--- config.mk ---
export PLATFORM = sky130hd
export DESIGN_NAME = tga_rle_pixel_decoder_unit_flat
export DESIGN_NICKNAME = d
export VERILOG_FILES = /design/src/hdl/trd_pkg.sv /design/src/hdl/trd_if.sv /design/src/hdl/trd_cfg_regs.sv /design/src/hdl/trd_core.sv /design/src/hdl/tga_rle_pixel_decoder_unit.sv /design/src/flat_wrapper.sv
export SDC_FILE = /design/constraint.sdc
export NUM_CORES = 1
export LEC_CHECK = 0
export ABC_CLOCK_PERIOD_IN_PS = 6600
export BUFFER_PORTS_ARGS = -buffer_cell sky130_fd_sc_hd__buf_2
export CAP_MARGIN = 25
export CORE_MARGIN = 1.5
export CORE_UTILIZATION = 25
export DETAILED_ROUTE_END_ITERATION = 8
export PLACE_DENSITY = 0.42
export SETUP_SLACK_MARGIN = 0.5
export SYNTH_ARGS = -nofsm -noshare
export SYNTH_HDL_FRONTEND = slang
export SYNTH_SLANG_ARGS = --single-unit
--- constraint.sdc ---
create_clock -name clk -period 6.6 [get_ports clk]
set_clock_uncertainty 0.05 [all_clocks]
set_input_delay 1.65 -clock clk [delete_from_list [all_inputs] [get_ports clk]]
set_output_delay 1.65 -clock clk [all_outputs]
set_load 0.05 [all_outputs]
--- src/hdl/trd_pkg.sv ---
package trd_pkg;

    localparam int unsigned PADDR_WIDTH = 3;

    localparam logic [2:0]  PIXEL_BYTES_RESET  = 3'd4;
    localparam logic [31:0] IMAGE_PIXELS_RESET = 32'd1;

    localparam logic [7:0] RUN_THRESHOLD = 8'd128;
    localparam logic [7:0] RUN_OFFSET    = 8'd127;

    localparam logic REG_PIXEL_BYTES  = 1'b0;
    localparam logic REG_IMAGE_PIXELS = 1'b1;

    typedef struct packed {
        logic [2:0]  pixel_bytes;
        logic [31:0] image_pixels;
    } trd_cfg_t;

    typedef struct packed {
        logic [31:0] pixel_value;
        logic [7:0]  repeat_count;
        logic        image_done;
        logic        overflow_error;
    } trd_result_t;

endpackage

--- src/hdl/trd_if.sv ---
interface trd_byte_if;
    logic       valid;
    logic       ready;
    logic [7:0] code_byte;

    modport source (output valid, output code_byte, input ready);
    modport sink (input valid, input code_byte, output ready);
endinterface

interface trd_pixel_if;
    logic        valid;
    logic        ready;
    logic [31:0] pixel_value;
    logic [7:0]  repeat_count;
    logic        image_done;
    logic        overflow_error;

    modport source (output valid, output pixel_value, output repeat_count,
                    output image_done, output overflow_error, input ready);
    modport sink (input valid, input pixel_value, input repeat_count,
                  input image_done, input overflow_error, output ready);
endinterface

--- src/hdl/trd_cfg_regs.sv ---
module trd_cfg_regs (
    input  logic                            clk,
    input  logic                            rst_n,
    input  logic                            psel,
    input  logic                            penable,
    input  logic                            pwrite,
    input  logic [trd_pkg::PADDR_WIDTH-1:0] paddr,
    input  logic [31:0]                     pwdata,
    output logic [31:0]                     prdata,
    output logic                            pready,
    output trd_pkg::trd_cfg_t               cfg
);

    logic [2:0]  pixel_bytes_reg;
    logic [31:0] image_pixels_reg;
    logic        wr_en;
    logic        reg_index;

    assign pready    = 1'b1;
    assign wr_en     = psel && penable && pwrite;
    assign reg_index = paddr[2];

    always_ff @(posedge clk or negedge rst_n)
    begin
        if (!rst_n)
        begin
            pixel_bytes_reg  <= trd_pkg::PIXEL_BYTES_RESET;
            image_pixels_reg <= trd_pkg::IMAGE_PIXELS_RESET;
        end
        else if (wr_en)
        begin
            unique case (reg_index)
                trd_pkg::REG_PIXEL_BYTES:  pixel_bytes_reg  <= pwdata[2:0];
                trd_pkg::REG_IMAGE_PIXELS: image_pixels_reg <= pwdata;
                default:                   pixel_bytes_reg  <= pixel_bytes_reg;
            endcase
        end
    end

    always_comb
    begin
        unique case (reg_index)
            trd_pkg::REG_PIXEL_BYTES:  prdata = {29'd0, pixel_bytes_reg};
            trd_pkg::REG_IMAGE_PIXELS: prdata = image_pixels_reg;
            default:                   prdata = '0;
        endcase
    end

    assign cfg.pixel_bytes  = pixel_bytes_reg;
    assign cfg.image_pixels = image_pixels_reg;

endmodule

--- src/hdl/trd_core.sv ---
module trd_core (
    input  logic                  clk,
    input  logic                  rst_n,
    input  logic                  step,
    input  logic [7:0]            code_byte,
    input  trd_pkg::trd_cfg_t     cfg,
    output logic                  res_valid,
    output trd_pkg::trd_result_t  res
);

    localparam logic [1:0] PHASE_HEADER = 2'd0;
    localparam logic [1:0] PHASE_RAW    = 2'd1;
    localparam logic [1:0] PHASE_RUN    = 2'd2;

    logic [1:0]  phase_reg,            phase_next;
    logic [7:0]  packet_remaining_reg, packet_remaining_next;
    logic [1:0]  byte_position_reg,    byte_position_next;
    logic [31:0] pixel_assembly_reg,   pixel_assembly_next;
    logic [31:0] pixels_emitted_reg,   pixels_emitted_next;

    logic        in_packet;
    logic [1:0]  last_position;
    logic [31:0] assembled;
    logic [31:0] left;
    logic [7:0]  rep_packet;
    logic [31:0] rep;
    logic        done;
    logic        ovf;

    always_comb
    begin
        if (cfg.pixel_bytes == 3'd0)
        begin
            last_position = 2'd0;
        end
        else if (cfg.pixel_bytes > 3'd4)
        begin
            last_position = 2'd3;
        end
        else
        begin
            last_position = 2'(cfg.pixel_bytes - 3'd1);
        end
    end

    assign in_packet  = (phase_reg == PHASE_RAW) || (phase_reg == PHASE_RUN);
    assign assembled  = pixel_assembly_reg
                      | ({24'd0, code_byte} << {byte_position_reg, 3'b000});
    assign left       = (cfg.image_pixels > pixels_emitted_reg)
                      ? cfg.image_pixels - pixels_emitted_reg : 32'd0;
    assign rep_packet = (phase_reg == PHASE_RAW) ? 8'd1 : packet_remaining_reg;
    assign rep        = ({24'd0, rep_packet} > left) ? left : {24'd0, rep_packet};
    assign done       = (rep == left);
    assign ovf        = done && ({24'd0, packet_remaining_reg} > rep);

    always_comb
    begin
        phase_next            = phase_reg;
        packet_remaining_next = packet_remaining_reg;
        byte_position_next    = byte_position_reg;
        pixel_assembly_next   = pixel_assembly_reg;
        pixels_emitted_next   = pixels_emitted_reg;
        res_valid             = 1'b0;
        res.pixel_value       = assembled;
        res.repeat_count      = rep[7:0];
        res.image_done        = done;
        res.overflow_error    = ovf;

        if (step)
        begin
            if (!in_packet)
            begin
                if (code_byte < trd_pkg::RUN_THRESHOLD)
                begin
                    phase_next            = PHASE_RAW;
                    packet_remaining_next = code_byte + 8'd1;
                end
                else
                begin
                    phase_next            = PHASE_RUN;
                    packet_remaining_next = code_byte - trd_pkg::RUN_OFFSET;
                end
                byte_position_next  = 2'd0;
                pixel_assembly_next = 32'd0;
            end
            else if (byte_position_reg < last_position)
            begin
                pixel_assembly_next = assembled;
                byte_position_next  = byte_position_reg + 2'd1;
            end
            else
            begin
                res_valid           = 1'b1;
                byte_position_next  = 2'd0;
                pixel_assembly_next = 32'd0;
                if (done)
                begin
                    pixels_emitted_next   = 32'd0;
                    packet_remaining_next = 8'd0;
                    phase_next            = PHASE_HEADER;
                end
                else
                begin
                    pixels_emitted_next = pixels_emitted_reg + rep;
                    if ((phase_reg == PHASE_RAW) && (packet_remaining_reg > 8'd1))
                    begin
                        packet_remaining_next = packet_remaining_reg - 8'd1;
                    end
                    else
                    begin
                        packet_remaining_next = 8'd0;
                        phase_next            = PHASE_HEADER;
                    end
                end
            end
        end
    end

    always_ff @(posedge clk or negedge rst_n)
    begin
        if (!rst_n)
        begin
            phase_reg            <= PHASE_HEADER;
            packet_remaining_reg <= 8'd0;
            byte_position_reg    <= 2'd0;
            pixel_assembly_reg   <= 32'd0;
            pixels_emitted_reg   <= 32'd0;
        end
        else
        begin
            phase_reg            <= phase_next;
            packet_remaining_reg <= packet_remaining_next;
            byte_position_reg    <= byte_position_next;
            pixel_assembly_reg   <= pixel_assembly_next;
            pixels_emitted_reg   <= pixels_emitted_next;
        end
    end

    // A header byte never completes a pixel.
    assert property (@(posedge clk) disable iff (!rst_n)
        (step && !in_packet) |-> !res_valid)
        else $error("result produced from a packet header");

    assert property (@(posedge clk) disable iff (!rst_n)
        (res_valid && res.overflow_error) |-> res.image_done)
        else $error("overflow flagged without image completion");

    assert property (@(posedge clk) disable iff (!rst_n)
        (res_valid && res.image_done) |=>
            (pixels_emitted_reg == 32'd0) && (phase_reg == PHASE_HEADER))
        else $error("counters not restarted after image completion");

    assert property (@(posedge clk) disable iff (!rst_n)
        (res_valid && !res.image_done) |=>
            (pixels_emitted_reg == $past(pixels_emitted_reg) + $past(rep)))
        else $error("pixel count not advanced by repeat count");

endmodule

--- src/hdl/tga_rle_pixel_decoder_unit.sv ---
// TGA run-length pixel decoder.
// The input channel carries the coded stream one byte per item: packet headers
// and pixel bytes in file order. The output channel carries one item per
// completed pixel with its value, repeat count, an end-of-image mark and an
// overflow mark. Pixel size and image size are set through the APB port; the
// user must do so only while the block is idle, which the block does not
// enforce. Register 0 is pixel_bytes, register 1 image_pixels. A byte is taken
// into an input register, decoded by one pass of logic against the packet and
// pixel counters, and its result lands in an output register. Throughput is
// one byte per cycle while the output is not stalled; it is set by the single
// update of the packet and pixel counters.
// Reset clears the counters, drops any held byte and result, and loads the
// registers with four bytes per pixel and a one-pixel image.
// When the receiver stalls, the result is held, one more byte can be taken
// into the input register, and the input then stops accepting until the
// result is taken.
module tga_rle_pixel_decoder_unit (
    input  logic                            clk,
    input  logic                            rst_n,
    input  logic                            psel,
    input  logic                            penable,
    input  logic                            pwrite,
    input  logic [trd_pkg::PADDR_WIDTH-1:0] paddr,
    input  logic [31:0]                     pwdata,
    output logic [31:0]                     prdata,
    output logic                            pready,
    trd_byte_if.sink                        in_ch,
    trd_pixel_if.source                     out_ch
);

    trd_pkg::trd_cfg_t    cfg;
    trd_pkg::trd_result_t res;
    trd_pkg::trd_result_t out_data_reg;

    logic       in_valid_reg;
    logic [7:0] in_byte_reg;
    logic       out_valid_reg, out_valid_next;
    logic       advance;
    logic       res_valid;

    trd_cfg_regs u_cfg (
        .clk     (clk),
        .rst_n   (rst_n),
        .psel    (psel),
        .penable (penable),
        .pwrite  (pwrite),
        .paddr   (paddr),
        .pwdata  (pwdata),
        .prdata  (prdata),
        .pready  (pready),
        .cfg     (cfg)
    );

    assign advance     = in_valid_reg && (!out_valid_reg || out_ch.ready);
    assign in_ch.ready = !in_valid_reg || advance;

    always_ff @(posedge clk or negedge rst_n)
    begin
        if (!rst_n)
        begin
            in_valid_reg <= 1'b0;
        end
        else if (in_ch.ready)
        begin
            in_valid_reg <= in_ch.valid;
        end
    end

    always_ff @(posedge clk)
    begin
        if (in_ch.valid && in_ch.ready)
        begin
            in_byte_reg <= in_ch.code_byte;
        end
    end

    trd_core u_core (
        .clk       (clk),
        .rst_n     (rst_n),
        .step      (advance),
        .code_byte (in_byte_reg),
        .cfg       (cfg),
        .res_valid (res_valid),
        .res       (res)
    );

    always_comb
    begin
        if (advance)
        begin
            out_valid_next = res_valid;
        end
        else if (out_ch.ready)
        begin
            out_valid_next = 1'b0;
        end
        else
        begin
            out_valid_next = out_valid_reg;
        end
    end

    always_ff @(posedge clk or negedge rst_n)
    begin
        if (!rst_n)
        begin
            out_valid_reg <= 1'b0;
        end
        else
        begin
            out_valid_reg <= out_valid_next;
        end
    end

    always_ff @(posedge clk)
    begin
        if (advance && res_valid)
        begin
            out_data_reg <= res;
        end
    end

    assign out_ch.valid          = out_valid_reg;
    assign out_ch.pixel_value    = out_data_reg.pixel_value;
    assign out_ch.repeat_count   = out_data_reg.repeat_count;
    assign out_ch.image_done     = out_data_reg.image_done;
    assign out_ch.overflow_error = out_data_reg.overflow_error;

endmodule
--- src/flat_wrapper.sv ---
// flat-port wrapper written by rule: the top's interface ports become plain ports
module tga_rle_pixel_decoder_unit_flat 
  (clk, rst_n, psel, penable, pwrite, paddr, pwdata, prdata, pready, in_ch_valid, in_ch_code_byte, in_ch_ready, out_ch_valid, out_ch_pixel_value, out_ch_repeat_count, out_ch_image_done, out_ch_overflow_error, out_ch_ready);
  trd_byte_if in_ch_i ();
  trd_pixel_if out_ch_i ();
  input  logic clk;
  input  logic rst_n;
  input  logic psel;
  input  logic penable;
  input  logic pwrite;
  input  logic [trd_pkg::PADDR_WIDTH-1:0] paddr;
  input  logic [31:0] pwdata;
  output logic [31:0] prdata;
  output logic pready;
  input wire logic [$bits(in_ch_i.valid)-1:0] in_ch_valid;
  input wire logic [$bits(in_ch_i.code_byte)-1:0] in_ch_code_byte;
  output wire logic [$bits(in_ch_i.ready)-1:0] in_ch_ready;
  output wire logic [$bits(out_ch_i.valid)-1:0] out_ch_valid;
  output wire logic [$bits(out_ch_i.pixel_value)-1:0] out_ch_pixel_value;
  output wire logic [$bits(out_ch_i.repeat_count)-1:0] out_ch_repeat_count;
  output wire logic [$bits(out_ch_i.image_done)-1:0] out_ch_image_done;
  output wire logic [$bits(out_ch_i.overflow_error)-1:0] out_ch_overflow_error;
  input wire logic [$bits(out_ch_i.ready)-1:0] out_ch_ready;
  assign in_ch_i.valid = in_ch_valid;
  assign in_ch_i.code_byte = in_ch_code_byte;
  assign in_ch_ready = in_ch_i.ready;
  assign out_ch_valid = out_ch_i.valid;
  assign out_ch_pixel_value = out_ch_i.pixel_value;
  assign out_ch_repeat_count = out_ch_i.repeat_count;
  assign out_ch_image_done = out_ch_i.image_done;
  assign out_ch_overflow_error = out_ch_i.overflow_error;
  assign out_ch_i.ready = out_ch_ready;
  tga_rle_pixel_decoder_unit u_core (.clk(clk), .rst_n(rst_n), .psel(psel), .penable(penable), .pwrite(pwrite), .paddr(paddr), .pwdata(pwdata), .prdata(prdata), .pready(pready), .in_ch(in_ch_i), .out_ch(out_ch_i));
endmodule
======== Word-level counts from Yosys, hierarchy flattened ========
Index checks and enable logic that the tools add are counted.
W data, S select, Z words.
word-level totals
  flip-flop bits (word level) ............. 163
  bits of input ports ..................... 50
  output and inout port bits .............. 77
  word-level logic and storage cells ...... 82
cells by class
  add/subtract/negate cells ............... 7
  magnitude comparators ................... 7
  equality and inequality tests ........... 5
  shift operators ......................... 1
  multiplexer cells ....................... 26
  bitwise gates (word level) .............. 3
  reductions and logical operators ........ 19
operators by type and width
  cell                   count
  $mux W32               5
  $gt A8 B32 Y1          2
  $pmux W32 S2           1
  $mux W8                6
  $add A32 B32 Y32       1
  $eq A32 B32 Y1         1
  $gt A32 B32 Y1         1
  $or A32 B32 Y32        1
  $shl A8 B5 Y32         1
  $sub A32 B32 Y32       1
  $mux W2                9
  $add A8 B1 Y8 const B  1
  $gt A8 B1 Y1 const B   1
  $lt A8 B8 Y1 const B   1
  $sub A8 B1 Y8 const B  1
  $sub A8 B7 Y8 const B  1
  $logic_and A1 B1 Y1    7
  $reduce_and A2 Y1      3
  $reduce_and A3 Y1      2
  $mux W1                5
  $gt A3 B3 Y1 const B   1
  $logic_not A3 Y1       1
  $logic_or A1 B1 Y1     3
  $ne A3 B3 Y1 const B   1
  9 further kinds        11

======== Depth between registers and ports, before layout ========
  depth in word-level cells ............... 8
  gate-level depth with buffers ........... 36
  depth with buffers taken out ............ 35

======== By module ========
A second synthesis with hierarchy kept.
unflattened totals
  cells, all modules ...................... 1207
  area, all modules ....................... 11363.4 sq um
by module, submodules not included
  module                      instances  cells an instance  area each (sq um)  sequential area each (sq um)
  trd_core                    1          1035               8066.5             1901.8
  trd_cfg_regs                1          112                1686.6             878.3
  tga_rle_pixel_decoder_unit  1          60                 1610.3             1551.5

======== Least setup slack after synthesis ========
No wires, ideal clock.
  path kind ............................... register -> register
  start point ............................. register u_core.u_cfg.image_pixels_reg[0]
  end point ............................... register u_core.u_core.pixels_emitted_reg[30]
  library setup time ...................... 0.121 ns
  data arrival time ....................... 6.381 ns
  required time ........................... 6.429 ns
  path slack .............................. 0.048 ns
  stages on the path, launching flop included .. 37
  path buffers ............................ 1
  clock period less this slack ............ 6.552 ns
  path through ............................ dfstp_2 inv_1 ha_1 inv_1 fa_1 a21oi_1 o211ai_1 a211oi_4 o221a_4 o21ai_1 nand2_1 nor2_1 inv_1 ha_1 o21a_1 o21ai_0 nand2b_1 a21oi_1 o21ai_0 o21ai_0 nor2_2 buf_6 mux2i_1 ha_1 fa_1 nand3_1 nand2_1 a31oi_1 o21ai_0 nand3_1 nor2_1 o41ai_1 a21oi_1 a211o_1 a21oi_1 xnor2_1 a22o_1
RTL lines
  element                 RTL line            text
  start, declared         trd_cfg_regs.sv:15  logic [31:0] image_pixels_reg;
  start signal, assigned  trd_cfg_regs.sv:28  image_pixels_reg <= trd_pkg::IMAGE_PIXELS_RESET;
  start signal, assigned  trd_cfg_regs.sv:34  trd_pkg::REG_IMAGE_PIXELS: image_pixels_reg <= pwdata;
  end signal, assigned    trd_core.sv:135     pixels_emitted_reg <= pixels_emitted_next;
  end, declared           trd_core.sv:19      logic [31:0] pixels_emitted_reg, pixels_emitted_next;

==> reports/qor_table.md <==
| Item | Value | Unit |
|:---|:---|:---|
| Final max-slew violation count | 0 | - |
| Width of the chip | 211.9 | um |
| Weighted congestion reported at the end of routability-driven placement | 0.8673 | - |
| Antenna violations before repair | 3 | - |
| Clock tree from TritonCTS | yes | - |
| Min Hold Slack | 0.4511 | ns |
| Leakage power figure | 7.164 | nW |
| Remaining global-route overflow | 0 | - |
| Yosys reg bits | 163 | - |
| Avg Inst Size Synth | 9.604 | um2 |
| Cell area after placement | 13,650 | um2 |
| Fraction of final layout cells with drive strength greater than 1 | 35.50 | % |
| Outcome | completed | - |
| Hold Vio Cnt, Final | 0 | - |
| Filler cell count in the final layout | 4,409 | - |
| Endpoint required time on the critical path | 6.93 | ns |
| Shortest period the worst path allows | 6.525 | ns |
| Hpwl dp | 24,770 | um |
| Ratio of final minimum period to clock period | 98.86 | % |
| IO Port Bufs | 123 | - |
| Most frequent standard cell in the layout excluding fill and tap cells | buf_4 | - |
| Worst-margin pin slew | 1.033 | ns |
| Initial core utilization | 25.33 | % |
| H-Tree Level Count | 4 | - |
| All-Layer GR Usage | 15.45 | % |
| F_max | 153.3 | MHz |
| Main flop type after synthesis | dfrtp_1 | - |
| Worst rel slew slack | 30.86 | % |
| Maximum clock insertion buffer count | 2 | - |
| Share of flip-flops with an asynchronous set or reset after synthesis | 69.33 | % |
| WL/cell | 16.26 | um |
| Count of unique library cells instantiated by Yosys | 85 | - |
| Source-to-sink clock delay at the later pin of the worst-skew pair | 0.47 | ns |
| Area of all placed cells without fillers | 15,080 | um2 |
| Worst path slowest cell | nor4_4 | - |
| Number of top-level pins | 127 | - |
| Total vias in the final route | 9,463 | - |
| Crit. End Element | register | - |
| Via count of the first global-routing pass | 9,584 | - |
| Count of unresolved DRC violations after routing | 0 | - |
| Final Setup Violations | 0 | - |
| Most used cell along the critical path | buf_4 | - |
| Final #Nets | 1,620 | - |
| Die Y-Extent | 211.9 | um |
| Power per cell area | 630.8 | nW/um2 |
| Arrival time of data at the critical path endpoint | 6.85 | ns |
| Clock-pin slew reported for the worst setup and hold paths after clock tree synthesis | 0.08 | ns |
| Path type of the worst setup path | register to register | - |
| Total Wirelength | 33,810 | um |
| Total number of yosys warnings | 0 | - |
| Sequential-to-total area share from yosys stat | 39.70 | % |
| Core footprint | 43,080 | um2 |
| Critical path fanouts, max | 5 | - |
| Highest ir drop seen on vdd | 0.0003822 | V |
| Number of max-cap violations | 0 | - |
| Router iterations before antenna repair | 4 | - |
| Post-synthesis instance area | 10,910 | um2 |
| Clock tree sinks | 163 | - |
| RSZ-0062 raised after global routing | true | - |
| Count of routing violations after the opening detailed-route iteration | 397 | - |
| First-pass GRT wire length | 52,710 | um |
| Number of cells produced by synthesis | 1,136 | - |
| Area enclosed by the die boundary | 44,900 | um2 |
| Commonest cells after routing, fill and taps aside | buf_4, buf_2, dfrtp_1 | - |
| Floorplan row count | 76 | - |
| Nature of the critical path startpoint | register | - |
| CTS Root Cell | clkbuf_16 | - |
| Kind of path behind the tightest hold check | register to register | - |
| Pin count of the biggest net entering global routing | 77 | - |
| DRT antenna net count | 0 | - |
| Detailed-route vias per instance | 4.552 | - |
| Synth-to-Final Area Change | 38.21 | % |
| Number of synthesized flops with an enable pin | 50 | - |
| Num CTS Buffers | 17 | - |
| Final setup margin | 0.07531 | ns |
| CP peak stage delay | 0.40 | ns |
| Dpl ws | -0.4038 | ns |
-- timing repair --
item | in CTS | in global routing
resized for setup | 83 | 35
pin swaps | 72 | 48
cloned | 1 | 0
hold buffers | 0 | 0
endpoints found under the hold margin | 0 | 0
setup buffers | 22 | 6
setup endpoints to repair | 24 | 23
-- area by class of cell --
class                   count  area (um2)  area share [%]
multi-input cells         880        6720           44.57
inverters                  65       245.2           1.626
clock inverters            14       203.9           1.352
diodes                      1       2.502         0.01659
repair buffers            353        2394           15.87
clock buffers              18       450.4           2.987
flip-flops and latches    163        4332           28.73
well taps                 585       732.0           4.854
-- critical path: cells and delay by family, from the launching register on --
family,cells,cell delay [ns]
AOI/OAI and AO/OA,14,2.76
xor gates and xnor gates,1,0.15
adders and majority gates,3,0.71
buffers and inverters,8,1.00
DFF,1,0.38
muxes,1,0.34
and+or+nand+nor,6,1.02
-- cells by family after synthesis --
family	count (synthesis)	synth area share (%)
flops	163	39.70
buf+inv	115	4.438
compound gates	330	20.63
xor+xnor	50	4.014
fa+ha+maj	90	10.46
other cells	2	0.06883
mux	55	5.608
simple gates	331	15.08
-- report_power, final --
part	internal [W]	switching, W	leakage (nW)
Combinational	0.00318	0.00354	4.94
Clock	0.000638	0.000500	0.322
Sequential	0.00142	0.000235	1.90
Total	0.00524	0.00427	7.16
-- path summary, 6_finish.rpt --
path,depth (start not counted),to,from,slack [ns]
worst max register to register,33,u_core.u_core.pixels_emitted_reg[29],u_core.u_cfg.image_pixels_reg[0],0.08
worst max-delay path,33,u_core.u_core.pixels_emitted_reg[29],u_core.u_cfg.image_pixels_reg[0],0.08
min in group asynchronous,1,u_core.u_core.pixels_emitted_reg[3],rst_n,1.09
max in group asynchronous,2,u_core.u_core.pixel_assembly_reg[12],rst_n,4.25
worst min register to register,1,u_core.u_core.phase_reg[1],u_core.u_core.phase_reg[1],0.45
worst min-delay path,1,u_core.u_core.phase_reg[1],u_core.u_core.phase_reg[1],0.45
-- cells in the mapped netlist (all sizes together), types with 14 or more instances --
library cell	count	area share [%]
clkbuf	38	1.3
edfxtp	50	14
nand2	84	2.9
o21ai	44	2.1
xnor2	24	1.9
nand3	31	1.4
mux2	43	4.5
nand2b	18	1.0
nor2	87	3.0
o22ai	25	1.4
dfrtp	111	25
inv	65	2.2
ha	88	10
nor3	14	0.64
xor2	26	2.1
and2	35	2.0
a21o	59	4.1
a21oi	97	4.5
-- layer usage --
metal / routed length [um] / global-route usage (%) / up-vias
li1: - / - / 4796
met1: 16060 / 19.71 / 4486
met2: 15760 / 25.64 / 147
met3: 1402 / 3.916 / 30
met4: 558 / 4.483 / 4
met5: 27 / 0 / -
-- through the flow --
| stage | power [W] | TNS (ns) | instances | utilization [%] |
|---|---|---|---|---|
| after detailed placement | 0.007577 | -3.687 | 2017 | 31.69 |
| final | 0.009513 | 0 | 2079 | 35.01 |
| after global placement | 0.007559 | -3.690 | 2017 | 31.69 |
| after floorplan | 0.005380 | 0 | 1158 | - |
| after CTS | 0.009361 | 0 | 2072 | 34.51 |
| after global routing | 0.01027 | -0.9713 | 2079 | 35.01 |
(Power assumes the default switching activity.)
